<file path="src/hw/rtl/thermal_memory_pressure_monitor_top_assert.svh">
// ----------------------------------------------------------------------------
// Thermal memory pressure monitor assertion macros
// Shared property templates, clocked on clk_i and disabled in reset.
// ----------------------------------------------------------------------------
`ifndef THERMAL_MEMORY_PRESSURE_MONITOR_TOP_ASSERT_SVH
`define THERMAL_MEMORY_PRESSURE_MONITOR_TOP_ASSERT_SVH

// The consequent must hold in the same cycle as the antecedent.
`define TMPM_ASSERT_IMPL(lbl, ante, cons, msg) \
  lbl: assert property (@(posedge clk_i) disable iff (!rst_ni) (ante) |-> (cons)) \
    else $error(msg);

// The consequent must hold in the cycle after the antecedent.
`define TMPM_ASSERT_NEXT(lbl, ante, cons, msg) \
  lbl: assert property (@(posedge clk_i) disable iff (!rst_ni) (ante) |=> (cons)) \
    else $error(msg);

`endif

</file>
<file path="src/hw/rtl/tmpm_pkg.sv">
// ----------------------------------------------------------------------------
// Thermal memory pressure monitor package
// Field widths, thresholds, register codes and the types shared by the modules.
// ----------------------------------------------------------------------------
`default_nettype none

package tmpm_pkg;

  localparam int TimeW = 32;
  localparam int MemW  = 16;
  localparam int TempW = 18;
  localparam int RateW = 19;
  localparam int CritW = 9;
  localparam int HmbW  = 17;
  localparam int SttW  = 18;

  localparam int DataW  = 32;
  localparam int PaddrW = 4;

  // Elapsed milliseconds to whole seconds: x / 1000 == (x * MsMagic) >> MsShift
  // for every 32-bit x.
  localparam int                MagicW  = 29;
  localparam logic [MagicW-1:0] MsMagic = 29'd274877907;
  localparam int                MsShift = 38;
  localparam int                ProdW   = TimeW + MagicW;
  localparam int                DtW     = ProdW - MsShift;

  localparam int DivDvdW = TempW;
  localparam int DivDsrW = DtW;
  localparam int DivCntW = $clog2(DivDvdW + 1);

  localparam int QDepth = 2;
  localparam int QPtrW  = $clog2(QDepth);
  localparam int QCntW  = $clog2(QDepth + 1);

  localparam logic signed [RateW-1:0] RateSurge = 19'sd200;
  localparam logic signed [RateW-1:0] RateRise  = 19'sd50;
  localparam logic signed [RateW-1:0] RateCool  = -19'sd50;

  localparam logic signed [HmbW-1:0] HmbGreen  = 17'sd1024;
  localparam logic signed [HmbW-1:0] HmbYellow = 17'sd512;
  localparam logic signed [HmbW-1:0] HmbRed    = 17'sd128;

  localparam logic [SttW-1:0] SttNone = 18'd999;

  localparam logic [TempW-1:0] ThrottleRst = 18'd80000;
  localparam logic [MemW-1:0]  ReservedRst = 16'd512;
  localparam logic [CritW-1:0] CriticalRst = 9'd256;

  typedef enum logic [1:0] {
    RegThrottle = 2'd0,
    RegReserved = 2'd1,
    RegCritical = 2'd2
  } reg_idx_e;

  typedef enum logic [1:0] {
    TrajCooling = 2'd0,
    TrajStable  = 2'd1,
    TrajRising  = 2'd2,
    TrajSurging = 2'd3
  } traj_e;

  typedef enum logic [2:0] {
    PresGreen    = 3'd0,
    PresYellow   = 3'd1,
    PresOrange   = 3'd2,
    PresRed      = 3'd3,
    PresCritical = 3'd4
  } pres_e;

  // One classified sample waiting for the rate and throttle divisions.
  typedef struct packed {
    logic [MemW-1:0]         used;
    logic [TempW-1:0]        cur;
    pres_e                   pres;
    logic                    has_rate;
    logic [TimeW-1:0]        elapsed;
    logic signed [RateW-1:0] dtemp;
    logic signed [RateW-1:0] head;
  } job_t;

  typedef struct packed {
    logic               start;
    logic [DivDvdW-1:0] dividend;
    logic [DivDsrW-1:0] divisor;
  } div_req_t;

  typedef struct packed {
    logic               busy;
    logic               done;
    logic [DivDvdW-1:0] quotient;
  } div_rsp_t;

endpackage

`default_nettype wire

</file>
<file path="src/hw/rtl/thermal_memory_pressure_monitor_top.sv">
// ----------------------------------------------------------------------------
// Thermal memory pressure monitor
// Per-sample memory use, temperature trend, throttle time and memory pressure.
// ----------------------------------------------------------------------------
// Usage:
//   Samples enter on the in_valid_i / in_ready_o channel, one word per sample,
//   and each produces exactly one result word on out_valid_o / out_ready_i.
//   The front end classifies a sample in the cycle it is accepted and places
//   it in a two-entry queue, so samples are taken while the back end works.
//   The back end works on one sample at a time: it scales the elapsed time,
//   then runs the rate and throttle divisions, each a pass of the shared
//   serial divider (one quotient bit per cycle, 18 bits). Either division
//   may be skipped; the divider sets the sustained rate. A stalled receiver
//   holds the result register, the back end waits with the next finished
//   sample, and the queue then fills before in_ready_o drops.
//   Reset clears the sample history and count and returns the registers to
//   throttle 80000 m degC, reserved 512 MB and critical 256 MB. Registers are
//   to be written by the user through the APB port only while no sample is
//   in flight; the block itself does not enforce this.
// ----------------------------------------------------------------------------
`default_nettype none

module thermal_memory_pressure_monitor_top (
  input  wire logic                         clk_i,
  input  wire logic                         rst_ni,
  input  wire logic                         psel,
  input  wire logic                         penable,
  input  wire logic                         pwrite,
  input  wire logic [tmpm_pkg::PaddrW-1:0]  paddr,
  input  wire logic [tmpm_pkg::DataW-1:0]   pwdata,
  output logic [tmpm_pkg::DataW-1:0]        prdata,
  output logic                              pready,
  input  wire logic                         in_valid_i,
  output logic                              in_ready_o,
  input  wire logic [tmpm_pkg::TimeW-1:0]   time_ms_i,
  input  wire logic [tmpm_pkg::MemW-1:0]    available_mb_i,
  input  wire logic [tmpm_pkg::MemW-1:0]    total_mb_i,
  input  wire logic [tmpm_pkg::TempW-1:0]   gpu_temp_mc_i,
  input  wire logic [tmpm_pkg::TempW-1:0]   junction_temp_mc_i,
  output logic                              out_valid_o,
  input  wire logic                         out_ready_i,
  output logic [tmpm_pkg::MemW-1:0]         used_mb_o,
  output logic [tmpm_pkg::TempW-1:0]        peak_temp_mc_o,
  output logic signed [tmpm_pkg::RateW-1:0] temp_rate_o,
  output logic [1:0]                        trajectory_o,
  output logic [tmpm_pkg::SttW-1:0]         throttle_eta_s_o,
  output logic [2:0]                        pressure_o
);

  logic [tmpm_pkg::TempW-1:0]  throttle_q;
  logic [tmpm_pkg::MemW-1:0]   reserved_q;
  logic [tmpm_pkg::CritW-1:0]  critical_q;
  tmpm_pkg::reg_idx_e          reg_idx;
  logic                        reg_wr;

  logic                        push_valid, push_ready;
  tmpm_pkg::job_t              push_data;
  logic                        pop_valid, pop_ready;
  tmpm_pkg::job_t              pop_data;
  tmpm_pkg::div_req_t          div_req;
  tmpm_pkg::div_rsp_t          div_rsp;

  assign pready  = 1'b1;
  assign reg_idx = tmpm_pkg::reg_idx_e'(paddr[tmpm_pkg::PaddrW-1:2]);
  assign reg_wr  = psel && penable && pwrite && pready;

  always_ff @(posedge clk_i or negedge rst_ni) begin
    if (!rst_ni) begin
      throttle_q <= tmpm_pkg::ThrottleRst;
      reserved_q <= tmpm_pkg::ReservedRst;
      critical_q <= tmpm_pkg::CriticalRst;
    end else if (reg_wr) begin
      case (reg_idx)
        tmpm_pkg::RegThrottle: throttle_q <= pwdata[tmpm_pkg::TempW-1:0];
        tmpm_pkg::RegReserved: reserved_q <= pwdata[tmpm_pkg::MemW-1:0];
        tmpm_pkg::RegCritical: critical_q <= pwdata[tmpm_pkg::CritW-1:0];
        default: ;
      endcase
    end
  end

  always_comb begin
    case (reg_idx)
      tmpm_pkg::RegThrottle: prdata = tmpm_pkg::DataW'(throttle_q);
      tmpm_pkg::RegReserved: prdata = tmpm_pkg::DataW'(reserved_q);
      tmpm_pkg::RegCritical: prdata = tmpm_pkg::DataW'(critical_q);
      default:               prdata = '0;
    endcase
  end

  tmpm_front u_front (
    .clk_i              (clk_i),
    .rst_ni             (rst_ni),
    .in_valid_i         (in_valid_i),
    .in_ready_o         (in_ready_o),
    .time_ms_i          (time_ms_i),
    .available_mb_i     (available_mb_i),
    .total_mb_i         (total_mb_i),
    .gpu_temp_mc_i      (gpu_temp_mc_i),
    .junction_temp_mc_i (junction_temp_mc_i),
    .throttle_temp_mc_i (throttle_q),
    .reserved_mb_i      (reserved_q),
    .critical_mb_i      (critical_q),
    .push_valid_o       (push_valid),
    .push_ready_i       (push_ready),
    .push_data_o        (push_data)
  );

  tmpm_fifo u_fifo (
    .clk_i        (clk_i),
    .rst_ni       (rst_ni),
    .push_valid_i (push_valid),
    .push_ready_o (push_ready),
    .push_data_i  (push_data),
    .pop_valid_o  (pop_valid),
    .pop_ready_i  (pop_ready),
    .pop_data_o   (pop_data)
  );

  tmpm_div u_div (
    .clk_i  (clk_i),
    .rst_ni (rst_ni),
    .req_i  (div_req),
    .rsp_o  (div_rsp)
  );

  tmpm_back u_back (
    .clk_i            (clk_i),
    .rst_ni           (rst_ni),
    .job_valid_i      (pop_valid),
    .job_ready_o      (pop_ready),
    .job_i            (pop_data),
    .div_req_o        (div_req),
    .div_rsp_i        (div_rsp),
    .out_valid_o      (out_valid_o),
    .out_ready_i      (out_ready_i),
    .used_mb_o        (used_mb_o),
    .peak_temp_mc_o   (peak_temp_mc_o),
    .temp_rate_o      (temp_rate_o),
    .trajectory_o     (trajectory_o),
    .throttle_eta_s_o (throttle_eta_s_o),
    .pressure_o       (pressure_o)
  );

endmodule

`default_nettype wire

</file>
<file path="src/hw/rtl/tmpm_div.sv">
// ----------------------------------------------------------------------------
// Serial unsigned divider
// Restoring division, one quotient bit per cycle; done pulses when finished.
// ----------------------------------------------------------------------------
`default_nettype none

module tmpm_div (
  input  wire logic                clk_i,
  input  wire logic                rst_ni,
  input  wire tmpm_pkg::div_req_t  req_i,
  output tmpm_pkg::div_rsp_t       rsp_o
);

  logic                             busy_q, busy_d;
  logic                             done_q, done_d;
  logic [tmpm_pkg::DivCntW-1:0]     cnt_q, cnt_d;
  logic [tmpm_pkg::DivDsrW-1:0]     rem_q, rem_d;
  logic [tmpm_pkg::DivDsrW-1:0]     dsr_q, dsr_d;
  logic [tmpm_pkg::DivDvdW-1:0]     dvd_q, dvd_d;
  logic [tmpm_pkg::DivDsrW:0]       trial;
  logic [tmpm_pkg::DivDsrW:0]       diff;
  logic                             ge;

  assign trial = {rem_q, dvd_q[tmpm_pkg::DivDvdW-1]};
  assign ge    = trial >= {1'b0, dsr_q};
  assign diff  = trial - {1'b0, dsr_q};

  always_comb begin
    busy_d = busy_q;
    done_d = 1'b0;
    cnt_d  = cnt_q;
    rem_d  = rem_q;
    dsr_d  = dsr_q;
    dvd_d  = dvd_q;
    if (req_i.start && !busy_q) begin
      busy_d = 1'b1;
      cnt_d  = tmpm_pkg::DivCntW'(tmpm_pkg::DivDvdW);
      rem_d  = '0;
      dsr_d  = req_i.divisor;
      dvd_d  = req_i.dividend;
    end else if (busy_q) begin
      // The partial remainder stays below the divisor, so it fits its width.
      rem_d = ge ? diff[tmpm_pkg::DivDsrW-1:0] : trial[tmpm_pkg::DivDsrW-1:0];
      dvd_d = {dvd_q[tmpm_pkg::DivDvdW-2:0], ge};
      cnt_d = cnt_q - 1'b1;
      if (cnt_q == tmpm_pkg::DivCntW'(1)) begin
        busy_d = 1'b0;
        done_d = 1'b1;
      end
    end
  end

  always_ff @(posedge clk_i or negedge rst_ni) begin
    if (!rst_ni) begin
      busy_q <= 1'b0;
      done_q <= 1'b0;
      cnt_q  <= '0;
    end else begin
      busy_q <= busy_d;
      done_q <= done_d;
      cnt_q  <= cnt_d;
    end
  end

  always_ff @(posedge clk_i) begin
    rem_q <= rem_d;
    dsr_q <= dsr_d;
    dvd_q <= dvd_d;
  end

  assign rsp_o.busy     = busy_q;
  assign rsp_o.done     = done_q;
  assign rsp_o.quotient = dvd_q;

endmodule

`default_nettype wire

</file>
<file path="src/hw/rtl/tmpm_fifo.sv">
// ----------------------------------------------------------------------------
// Sample queue
// Short FIFO between the classifying front end and the division back end.
// ----------------------------------------------------------------------------
`default_nettype none

module tmpm_fifo (
  input  wire logic            clk_i,
  input  wire logic            rst_ni,
  input  wire logic            push_valid_i,
  output logic                 push_ready_o,
  input  wire tmpm_pkg::job_t  push_data_i,
  output logic                 pop_valid_o,
  input  wire logic            pop_ready_i,
  output tmpm_pkg::job_t       pop_data_o
);

  tmpm_pkg::job_t               mem_q [tmpm_pkg::QDepth];
  logic [tmpm_pkg::QPtrW-1:0]   wr_ptr_q, rd_ptr_q;
  logic [tmpm_pkg::QCntW-1:0]   cnt_q;
  logic                         push, pop;

  assign push_ready_o = cnt_q != tmpm_pkg::QCntW'(tmpm_pkg::QDepth);
  assign pop_valid_o  = cnt_q != '0;
  assign push         = push_valid_i && push_ready_o;
  assign pop          = pop_valid_o && pop_ready_i;
  assign pop_data_o   = mem_q[rd_ptr_q];

  always_ff @(posedge clk_i or negedge rst_ni) begin
    if (!rst_ni) begin
      wr_ptr_q <= '0;
      rd_ptr_q <= '0;
      cnt_q    <= '0;
    end else begin
      if (push) begin
        wr_ptr_q <= (wr_ptr_q == tmpm_pkg::QPtrW'(tmpm_pkg::QDepth - 1)) ? '0
                                                                       : wr_ptr_q + 1'b1;
      end
      if (pop) begin
        rd_ptr_q <= (rd_ptr_q == tmpm_pkg::QPtrW'(tmpm_pkg::QDepth - 1)) ? '0
                                                                       : rd_ptr_q + 1'b1;
      end
      if (push && !pop) begin
        cnt_q <= cnt_q + 1'b1;
      end else if (pop && !push) begin
        cnt_q <= cnt_q - 1'b1;
      end
    end
  end

  always_ff @(posedge clk_i) begin
    if (push) begin
      mem_q[wr_ptr_q] <= push_data_i;
    end
  end

endmodule

`default_nettype wire

</file>
<file path="src/hw/rtl/tmpm_front.sv">
// ----------------------------------------------------------------------------
// Sample front end
// Accepts samples, keeps the two-sample history and classifies each sample.
// ----------------------------------------------------------------------------
`default_nettype none

module tmpm_front (
  input  wire logic                        clk_i,
  input  wire logic                        rst_ni,
  input  wire logic                        in_valid_i,
  output logic                             in_ready_o,
  input  wire logic [tmpm_pkg::TimeW-1:0]  time_ms_i,
  input  wire logic [tmpm_pkg::MemW-1:0]   available_mb_i,
  input  wire logic [tmpm_pkg::MemW-1:0]   total_mb_i,
  input  wire logic [tmpm_pkg::TempW-1:0]  gpu_temp_mc_i,
  input  wire logic [tmpm_pkg::TempW-1:0]  junction_temp_mc_i,
  input  wire logic [tmpm_pkg::TempW-1:0]  throttle_temp_mc_i,
  input  wire logic [tmpm_pkg::MemW-1:0]   reserved_mb_i,
  input  wire logic [tmpm_pkg::CritW-1:0]  critical_mb_i,
  output logic                             push_valid_o,
  input  wire logic                        push_ready_i,
  output tmpm_pkg::job_t                   push_data_o
);

  logic [tmpm_pkg::TimeW-1:0]        past_time_q [2];
  logic [tmpm_pkg::TempW-1:0]        past_temp_q [2];
  logic [1:0]                        count_q;
  logic                              accept;
  logic [tmpm_pkg::TempW-1:0]        cur;
  logic signed [tmpm_pkg::HmbW-1:0]  hmb;
  logic signed [tmpm_pkg::HmbW-1:0]  crit;
  tmpm_pkg::pres_e                   pres;

  assign in_ready_o   = push_ready_i;
  assign push_valid_o = in_valid_i;
  assign accept       = in_valid_i && push_ready_i;

  assign cur  = (junction_temp_mc_i > gpu_temp_mc_i) ? junction_temp_mc_i : gpu_temp_mc_i;
  assign hmb  = $signed({1'b0, available_mb_i}) - $signed({1'b0, reserved_mb_i});
  assign crit = $signed(tmpm_pkg::HmbW'(critical_mb_i));

  always_comb begin
    if (hmb > tmpm_pkg::HmbGreen) begin
      pres = tmpm_pkg::PresGreen;
    end else if (hmb > tmpm_pkg::HmbYellow) begin
      pres = tmpm_pkg::PresYellow;
    end else if (hmb > crit) begin
      pres = tmpm_pkg::PresOrange;
    end else if (hmb > tmpm_pkg::HmbRed) begin
      pres = tmpm_pkg::PresRed;
    end else begin
      pres = tmpm_pkg::PresCritical;
    end
  end

  always_comb begin
    push_data_o.used     = (total_mb_i > available_mb_i) ? total_mb_i - available_mb_i : '0;
    push_data_o.cur      = cur;
    push_data_o.pres     = pres;
    // This sample is the third or later once the count has reached two.
    push_data_o.has_rate = count_q[1];
    push_data_o.elapsed  = time_ms_i - past_time_q[1];
    push_data_o.dtemp    = $signed({1'b0, cur}) - $signed({1'b0, past_temp_q[1]});
    push_data_o.head     = $signed({1'b0, throttle_temp_mc_i}) - $signed({1'b0, cur});
  end

  always_ff @(posedge clk_i or negedge rst_ni) begin
    if (!rst_ni) begin
      past_time_q[0] <= '0;
      past_time_q[1] <= '0;
      past_temp_q[0] <= '0;
      past_temp_q[1] <= '0;
      count_q        <= '0;
    end else if (accept) begin
      past_time_q[1] <= past_time_q[0];
      past_temp_q[1] <= past_temp_q[0];
      past_time_q[0] <= time_ms_i;
      past_temp_q[0] <= cur;
      if (count_q != 2'd3) begin
        count_q <= count_q + 1'b1;
      end
    end
  end

endmodule

`default_nettype wire

</file>
<file path="src/hw/rtl/tmpm_back.sv">
// ----------------------------------------------------------------------------
// Division back end
// Scales elapsed time to seconds, runs the rate and throttle divisions on the
// shared serial divider and holds the finished result word.
// ----------------------------------------------------------------------------
`default_nettype none

`include "thermal_memory_pressure_monitor_top_assert.svh"

module tmpm_back (
  input  wire logic                         clk_i,
  input  wire logic                         rst_ni,
  input  wire logic                         job_valid_i,
  output logic                              job_ready_o,
  input  wire tmpm_pkg::job_t               job_i,
  output tmpm_pkg::div_req_t                div_req_o,
  input  wire tmpm_pkg::div_rsp_t           div_rsp_i,
  output logic                              out_valid_o,
  input  wire logic                         out_ready_i,
  output logic [tmpm_pkg::MemW-1:0]         used_mb_o,
  output logic [tmpm_pkg::TempW-1:0]        peak_temp_mc_o,
  output logic signed [tmpm_pkg::RateW-1:0] temp_rate_o,
  output logic [1:0]                        trajectory_o,
  output logic [tmpm_pkg::SttW-1:0]         throttle_eta_s_o,
  output logic [2:0]                        pressure_o
);

  typedef enum logic [6:0] {
    SIdle  = 7'b0000001,
    SMul   = 7'b0000010,
    SScale = 7'b0000100,
    SRate  = 7'b0001000,
    SHead  = 7'b0010000,
    SStt   = 7'b0100000,
    SFin   = 7'b1000000
  } state_e;

  state_e                             state_q, state_d;
  tmpm_pkg::job_t                     job_q, job_d;
  logic [tmpm_pkg::ProdW-1:0]         prod_q, prod_d;
  logic signed [tmpm_pkg::RateW-1:0]  rate_q, rate_d;
  logic [tmpm_pkg::SttW-1:0]          stt_q, stt_d;
  logic                               out_valid_q, out_valid_d;
  logic                               load;
  logic [tmpm_pkg::DtW-1:0]           dt;
  logic [tmpm_pkg::RateW-1:0]         dtemp_mag;
  logic signed [tmpm_pkg::RateW-1:0]  quo_s;
  tmpm_pkg::traj_e                    traj;

  logic [tmpm_pkg::MemW-1:0]          used_q;
  logic [tmpm_pkg::TempW-1:0]         cur_q;
  logic signed [tmpm_pkg::RateW-1:0]  rate_out_q;
  tmpm_pkg::traj_e                    traj_q;
  logic [tmpm_pkg::SttW-1:0]          stt_out_q;
  tmpm_pkg::pres_e                    pres_q;

  assign dt          = prod_q[tmpm_pkg::ProdW-1:tmpm_pkg::MsShift];
  assign dtemp_mag   = job_q.dtemp[tmpm_pkg::RateW-1] ? tmpm_pkg::RateW'(-job_q.dtemp)
                                                      : tmpm_pkg::RateW'(job_q.dtemp);
  assign quo_s       = $signed({1'b0, div_rsp_i.quotient});
  assign job_ready_o = state_q == SIdle;

  always_comb begin
    if (rate_q > tmpm_pkg::RateSurge) begin
      traj = tmpm_pkg::TrajSurging;
    end else if (rate_q > tmpm_pkg::RateRise) begin
      traj = tmpm_pkg::TrajRising;
    end else if (rate_q < tmpm_pkg::RateCool) begin
      traj = tmpm_pkg::TrajCooling;
    end else begin
      traj = tmpm_pkg::TrajStable;
    end
  end

  always_comb begin
    state_d            = state_q;
    job_d              = job_q;
    prod_d             = prod_q;
    rate_d             = rate_q;
    stt_d              = stt_q;
    load               = 1'b0;
    div_req_o.start    = 1'b0;
    div_req_o.dividend = dtemp_mag[tmpm_pkg::DivDvdW-1:0];
    div_req_o.divisor  = dt;
    case (state_q)
      SIdle: begin
        if (job_valid_i) begin
          job_d   = job_i;
          state_d = SMul;
        end
      end
      SMul: begin
        prod_d  = tmpm_pkg::ProdW'(job_q.elapsed) * tmpm_pkg::ProdW'(tmpm_pkg::MsMagic);
        state_d = SScale;
      end
      SScale: begin
        if (job_q.has_rate && (dt != '0)) begin
          div_req_o.start = 1'b1;
          state_d         = SRate;
        end else begin
          rate_d  = '0;
          state_d = SHead;
        end
      end
      SRate: begin
        if (div_rsp_i.done) begin
          rate_d  = job_q.dtemp[tmpm_pkg::RateW-1] ? -quo_s : quo_s;
          state_d = SHead;
        end
      end
      SHead: begin
        div_req_o.dividend = job_q.head[tmpm_pkg::DivDvdW-1:0];
        div_req_o.divisor  = tmpm_pkg::DivDsrW'(rate_q[tmpm_pkg::DivDvdW-1:0]);
        if ((rate_q > 19'sd0) && (job_q.head > 19'sd0)) begin
          div_req_o.start = 1'b1;
          state_d         = SStt;
        end else begin
          stt_d   = tmpm_pkg::SttNone;
          state_d = SFin;
        end
      end
      SStt: begin
        if (div_rsp_i.done) begin
          stt_d   = div_rsp_i.quotient;
          state_d = SFin;
        end
      end
      SFin: begin
        // The result register may still hold the previous word.
        if (!out_valid_q || out_ready_i) begin
          load    = 1'b1;
          state_d = SIdle;
        end
      end
      default: begin
        state_d = SIdle;
      end
    endcase
  end

  assign out_valid_d = load || (out_valid_q && !out_ready_i);

  always_ff @(posedge clk_i or negedge rst_ni) begin
    if (!rst_ni) begin
      state_q     <= SIdle;
      out_valid_q <= 1'b0;
    end else begin
      state_q     <= state_d;
      out_valid_q <= out_valid_d;
    end
  end

  always_ff @(posedge clk_i) begin
    job_q  <= job_d;
    prod_q <= prod_d;
    rate_q <= rate_d;
    stt_q  <= stt_d;
    if (load) begin
      used_q     <= job_q.used;
      cur_q      <= job_q.cur;
      rate_out_q <= rate_q;
      traj_q     <= traj;
      stt_out_q  <= stt_q;
      pres_q     <= job_q.pres;
    end
  end

  assign out_valid_o      = out_valid_q;
  assign used_mb_o        = used_q;
  assign peak_temp_mc_o   = cur_q;
  assign temp_rate_o      = rate_out_q;
  assign trajectory_o     = traj_q;
  assign throttle_eta_s_o = stt_out_q;
  assign pressure_o       = pres_q;

  `TMPM_ASSERT_IMPL(a_div_start_step, div_req_o.start, (state_q == SScale) || (state_q == SHead), "divider started outside a dispatch step")
  `TMPM_ASSERT_IMPL(a_div_idle_on_start, div_req_o.start, !div_rsp_i.busy, "divider started while busy")
  `TMPM_ASSERT_NEXT(a_load_sets_valid, load, out_valid_q, "loaded result word not presented")
  `TMPM_ASSERT_IMPL(a_stt_none_rate, out_valid_q && (rate_out_q <= 19'sd0), stt_out_q == tmpm_pkg::SttNone, "throttle time given without a rising rate")

endmodule

`default_nettype wire
</file>
<file path="config.mk">
export PLATFORM = sky130hd
export DESIGN_NAME = thermal_memory_pressure_monitor_top
export DESIGN_NICKNAME = d
export VERILOG_FILES = /design/src/hw/rtl/tmpm_pkg.sv /design/src/hw/rtl/thermal_memory_pressure_monitor_top.sv /design/src/hw/rtl/tmpm_div.sv /design/src/hw/rtl/tmpm_fifo.sv /design/src/hw/rtl/tmpm_front.sv /design/src/hw/rtl/tmpm_back.sv
export VERILOG_INCLUDE_DIRS = /design/src /design/src/hw/rtl
export SDC_FILE = /design/constraint.sdc
export NUM_CORES = 2
export LEC_CHECK = 0
export ABC_AREA = 0
export BUFFER_PORTS_ARGS = -buffer_cell sky130_fd_sc_hd__buf_2
export CELL_PAD_IN_SITES_DETAIL_PLACEMENT = 1
export CELL_PAD_IN_SITES_GLOBAL_PLACEMENT = 2
export CORE_UTILIZATION = 39
export DETAILED_ROUTE_END_ITERATION = 16
export PLACE_DENSITY = 0.81
export SLEW_MARGIN = 20
export SYNTH_ARGS = -nofsm -noshare
export SYNTH_HDL_FRONTEND = slang
export SYNTH_HIERARCHICAL = 1
export SYNTH_SLANG_ARGS = --single-unit
</file>
<file path="constraint.sdc">
create_clock -name clk_i -period 6.6 [get_ports clk_i]
set_clock_uncertainty 0.05 [all_clocks]
set_input_delay 0.33 -clock clk_i [delete_from_list [all_inputs] [get_ports clk_i]]
set_output_delay 0.33 -clock clk_i [all_outputs]
set_load 0.02 [all_outputs]
</file>
======== Word-level counts from Yosys, hierarchy flattened ========
Memory sizes are Yosys's and may differ from the RTL's. A register that Yosys moved wholly into a read port is not among the register bits.
Cells that the tools add are included.
storage, ports and cells
  register bits ........................... 402
  bits in writable memories ............... 216
  input port bits ......................... 143
  output and inout bits ................... 111
  logic and storage cells ................. 156
  memories ................................ 1
memories
  name          words  bits a word  read ports  clocked after memory_dff  wr ports  RTL line         RTL
  u_fifo.mem_q  2      108          1           1                         1         tmpm_fifo.sv:18  tmpm_pkg::job_t mem_q [tmpm_pkg::QDepth];
cells by class
  $add $sub $neg .......................... 14
  multipliers ............................. 1
  $lt $le $gt $ge ......................... 12
  equal/unequal tests ..................... 18
  multiplexer cells ....................... 47
  reduce and logical (&&, ||, !) cells .... 33
operators by type and width
  kind                                                                               count
  18-bit 2-to-1 mux                                                                  6
  32-bit by 29-bit multiplier with 61-bit output, second input constant              1
  19-bit 2-to-1 mux                                                                  3
  18-bit one-hot mux with 3 select lines                                             1
  7-bit one-hot mux with 7 select lines                                              1
  41-bit 2-to-1 mux                                                                  1
  19-bit by 1-bit greater-than comparator with 1-bit output, second input constant   2
  19-bit one-hot mux with 2 select lines                                             1
  18-bit by 18-bit subtractor with 19-bit output                                     2
  18-bit one-hot mux with 2 select lines                                             1
  7-bit 2-to-1 mux                                                                   5
  32-bit subtractor                                                                  1
  24-bit by 23-bit >= comparator with 1-bit output                                   1
  23-bit 2-to-1 mux                                                                  1
  23-bit nonzero test                                                                1
  23-bit subtractor                                                                  1
  19-bit by 7-bit greater-than comparator with 1-bit output, second input constant   1
  19-bit by 9-bit greater-than comparator with 1-bit output, second input constant   1
  19-bit by 7-bit less-than comparator with 1-bit output, second input constant      1
  18-bit negator with 19-bit output                                                  1
  18-bit greater-than comparator                                                     1
  18-bit negator                                                                     1
  17-bit by 10-bit greater-than comparator with 1-bit output                         1
  17-bit by 11-bit greater-than comparator with 1-bit output, second input constant  1
  36 further kinds                                                                   88

======== Depth between registers and ports, before layout ========
  depth after elaboration ................. 6
  gate-level depth with buffers ........... 24
  depth with buffers taken out ............ 24

======== Hierarchy ========
Netlist, hierarchy kept.
by module, submodules not included
  module                               times used  cells an instance  area an instance (um^2)  seq. area each (um^2)
  tmpm_back                            1           2046               23870.4                  7528.5
  tmpm_front                           1           1107               9679.3                   2552.4
  tmpm_fifo                            1           354                8012.7                   6586.3
  tmpm_div                             1           359                4008.8                   1866.8
  thermal_memory_pressure_monitor_top  1           161                2119.5                   1084.8

======== Worst setup path before layout ========
OpenSTA, ideal clock, no wires.
  path kind ............................... register to register
  start ................................... register u_back/job_q[46] (netlist name)
  end ..................................... register u_back/prod_q[57] (netlist name) (data pin)
  setup time .............................. 265 ps
  arrival ................................. 6479 ps
  required time ........................... 6285 ps
  slack ................................... -194 ps
  stages on the path, launching flop included .. 25
  path buffers ............................ 0
  period minus slack after synthesis ...... 6794 ps
  path through ............................ edfxtp_1 -> ha_1 -> fa_1 -> fa_1 -> inv_1 -> fa_1 -> inv_1 -> fa_1 -> inv_1 -> fa_1 -> inv_1 -> fa_1 -> inv_1 -> fa_1 -> inv_1 -> ha_1 -> nand2_1 -> nor2_1 -> a2111oi_0 -> o31ai_1 -> a21oi_1 -> o21ai_0 -> o21ai_0 -> o21ai_0 -> xor2_1
on the way
  cells in the longest elaborated chain, start to end .. 1
ends and longest elaborated chain
  element                                         RTL line          RTL
  start, declared                                 tmpm_back.sv:39   tmpm_pkg::job_t job_q, job_d;
  start signal, assigned                          tmpm_back.sv:154  job_q <= job_d;
  32-bit by 29-bit multiplier with 61-bit output  tmpm_back.sv:93   prod_d = tmpm_pkg::ProdW'(job_q.elapsed) * tmpm_pkg::ProdW'(tmpm_pkg::MsMagic);
  end signal, assigned                            tmpm_back.sv:155  prod_q <= prod_d;
  end, declared                                   tmpm_back.sv:40   logic [tmpm_pkg::ProdW-1:0] prod_q, prod_d;
Every way passes these cells.
A chain may end at the register's enable or synchronous reset.

======== Worst setup path after layout ========
  start ................................... register u_back/job_q[55] (netlist name)
  end ..................................... register u_back/prod_q[52] (netlist name) (data pin)
The elaborated chain is that of the path after synthesis.

==> key figures <==
Critical path
  • CP Data Arrival Time: 7.10 ns
  • Crit end category: flop
  • Critical path class: flop to flop
  • Req. time, crit path: slightly below 7 ns
  • Largest fanout on the critical path: 3
  • Startpoint types: flop

Routing
  • # DRC: 0
  • DR iter-0 viols: between 1500 and 2000
  • WL per Instance: approximately 22 um
  • Antenna viol nets, final: 0
  • First-pass DRT Iterations: 5
  • Drt via density: 5.14
  • Vias: approximately 32000
  • WL final: about 140000 um

Timing
  • Max-slew headroom: 0.264
  • Setup TNS: -1.62 ns
  • RSZ-0062 raised after global routing: yes
  • Final worst slack: -0.145 ns
  • Endpoints failing setup: 19
  • Final Max Slew Viols: 0
  • Tcrit/Tclk final: 1.02
  • Worst-margin pin slew: around 1.1 ns
  • Hold Vio Cnt, Final: 0
  • Max Clk Rate: about 0.15 GHz
  • Period minus WS final: a little under 7 ns

Layout
  • Design area: about 57000 sq um
  • Ant. Diodes: 0
  • Area Growth Syn to Fin: 20.4%
  • Final nets: between 5000 and 6000
  • Share of post-route cells with drive strength above 1: 0.256

Placed design
  • GP Congestion: roughly 0.88
  • Place WS: -0.698 ns
  • Detail Placement HPWL: roughly 100000 um
  • Dpl cell area: around 52000 sq um
  • Port Buf Inserts: between 200 and 250

Global routing
  • Initial antenna violation count: 1
  • First-pass GRT wire length: approximately 210000 um
  • GRT Total Usage: 0.220
  • Residual overflow from global routing: 0
  • Largest net degree at the start of global routing: between 100 and 150
  • Number of global-route vias before repair: 36100

Floorplanning
  • Core area: roughly 120000 sq um
  • Initial core utilization: 0.395
  • Die Y: 352 um
  • Die area: 124000 sq um
  • Die X: around 350 um
  • # rows: between 100 and 150
  • I/O Pins: 254

Clocking
  • Num Clock Sinks: between 600 and 700
  • H-tree depth: 3
  • Root Driver: clkbuf_16
  • TritonCTS clock tree: built
  • Skew-Pair Late Insertion Delay: roughly 0.66 ns
  • Num CTS Buffers: 76
  • CTS clk-pin slew, worst paths: ~0.070 ns
  • CTS Buffer Depth: 3

Hold path
  • Hold crit path type: primary input to flop

Run status
  • Status: complete, but fails checks
  • Failing checks: negative setup slack

Yosys
  • Total number of yosys warnings: 6
  • Synth Instances: 4026
  • Syn Area/Cell: around 12 sq um
  • Synthesized area: ~48000 sq um

Job
  • Max_cap viols: 0
-- path summary, 6_finish.rpt --
check | slack (ns) | depth (start not counted) | startpoint | endpoint
min in group asynchronous | 0.56 | 3 | rst_ni | u_front/past_time_q[7]
max in group asynchronous | 4.78 | 4 | rst_ni | critical_q[6]
max | -0.15 | 26 | u_back/job_q[55] | u_back/prod_q[52]
max reg2reg | -0.15 | 26 | u_back/job_q[55] | u_back/prod_q[52]
min | 0.05 | 3 | gpu_temp_mc_i[14] | u_front/past_temp_q[32]
min reg2reg | 0.36 | 0 | u_back/job_q[83] | u_back/peak_temp_mc_o[9]
-- timing repair --
item	4_1_cts	5_1_grt
hold endpoints to repair	140	0
endpoints found under the setup margin	23	23
gates resized for setup	176	92
pin swaps	143	101
hold buffers	53	0
buffers inserted	68	25
-- placed cells by master, fill, tap and decap left out, types with 22 or more instances in the layout --
cell type      count
xnor2_1           87
nand4_1           29
fa_1             275
o21ai_0          105
and2_1            22
fa_2              29
dlygate4sd3_1     53
nor2_1           154
ha_1             470
a21o_1            42
nor2b_1           30
xor2_1            62
nand2b_1          32
nand3_1           34
inv_2             35
buf_6             40
mux2_2           258
buf_4            268
clkbuf_16         78
edfxtp_1         501
buf_2            221
inv_1            674
a21oi_1          144
dfrtp_1          155
o21a_1            34
o21bai_1          22
nor3_1            40
mux2i_1           29
o21ai_1           29
mux2_4            22
nand2_1          152
dfxtp_1           23
ha_4              69
-- state kept, by name, summed over array words and instances, names as in the netlist, 3 cells and up --
| signal | flops |
|---|---|
| critical_q | 9 |
| reserved_q | 16 |
| throttle_q | 18 |
| u_back/job_q | 108 |
| u_back/peak_temp_mc_o | 18 |
| u_back/pressure_o | 3 |
| u_back/prod_q | 23 |
| u_back/rate_q | 19 |
| u_back/state_q | 7 |
| u_back/stt_q | 18 |
| u_back/temp_rate_o | 19 |
| u_back/throttle_eta_s_o | 18 |
| u_back/used_mb_o | 16 |
| u_div/cnt_q | 5 |
| u_div/dsr_q | 23 |
| u_div/dvd_q | 18 |
| u_div/rem_q | 23 |
| u_fifo/mem_q | 216 |
| u_front/past_temp_q | 36 |
| u_front/past_time_q | 64 |
-- metal layers --
| layer | vias to the layer above | track usage | share of wire |
|---|---|---|---|
| li1 | 15100 | - | - |
| met1 | 16500 | 0.272 | 0.43 |
| met2 | 511 | 0.385 | 0.50 |
| met3 | 248 | 0.0284 | 0.031 |
| met4 | 2 | 0.0897 | 0.040 |
| met5 | - | 0 | 0.000081 |
-- critical path, cell delays in order, from the launching register on --
cell and delay, ns:
edfxtp_1 0.46, buf_4 0.18, buf_6 0.12, ha_4 0.22, fa_2 0.35, fa_1 0.53
inv_1 0.08, fa_1 0.51, inv_1 0.06, fa_1 0.47, fa_1 0.53, fa_1 0.52
inv_1 0.06, fa_1 0.53, inv_2 0.05, ha_4 0.27, nand2_4 0.06, o211ai_1 0.24
o2111ai_1 0.15, a21oi_1 0.27, a2111oi_4 0.05, buf_4 0.18, a21oi_4 0.13, nor3_2 0.05
buf_4 0.15, o221ai_4 0.13, xnor2_1 0.08
-- area by class of cell --
cell class                      instances  area, sq um
Inverter                              710         2670
Clock buffer                          105         2160
Multi-Input combinational cell       2552        26400
Timing Repair Buffer                  584         4140
Tap cell                             1612         2020
Clock inverter                         35          395
Sequential cell                       688        19600
Fill cell                           12600        63200
-- stage by stage --
stage | hold WS [ns] | instances | util
6_report | 0.0547 | 6286 | 0.476
5_1_grt | 0.0485 | 6286 | 0.476
4_1_cts | 0.0244 | 6262 | 0.471
3_5_place_dp | 0.134 | 6002 | 0.432
3_3_place_gp | 0.126 | 6002 | 0.432
2_1_floorplan | -0.0156 | 4039 | -
Power is not shown: default switching activity piles up to over one toggle a cycle in this logic, so the estimate is an artifact.
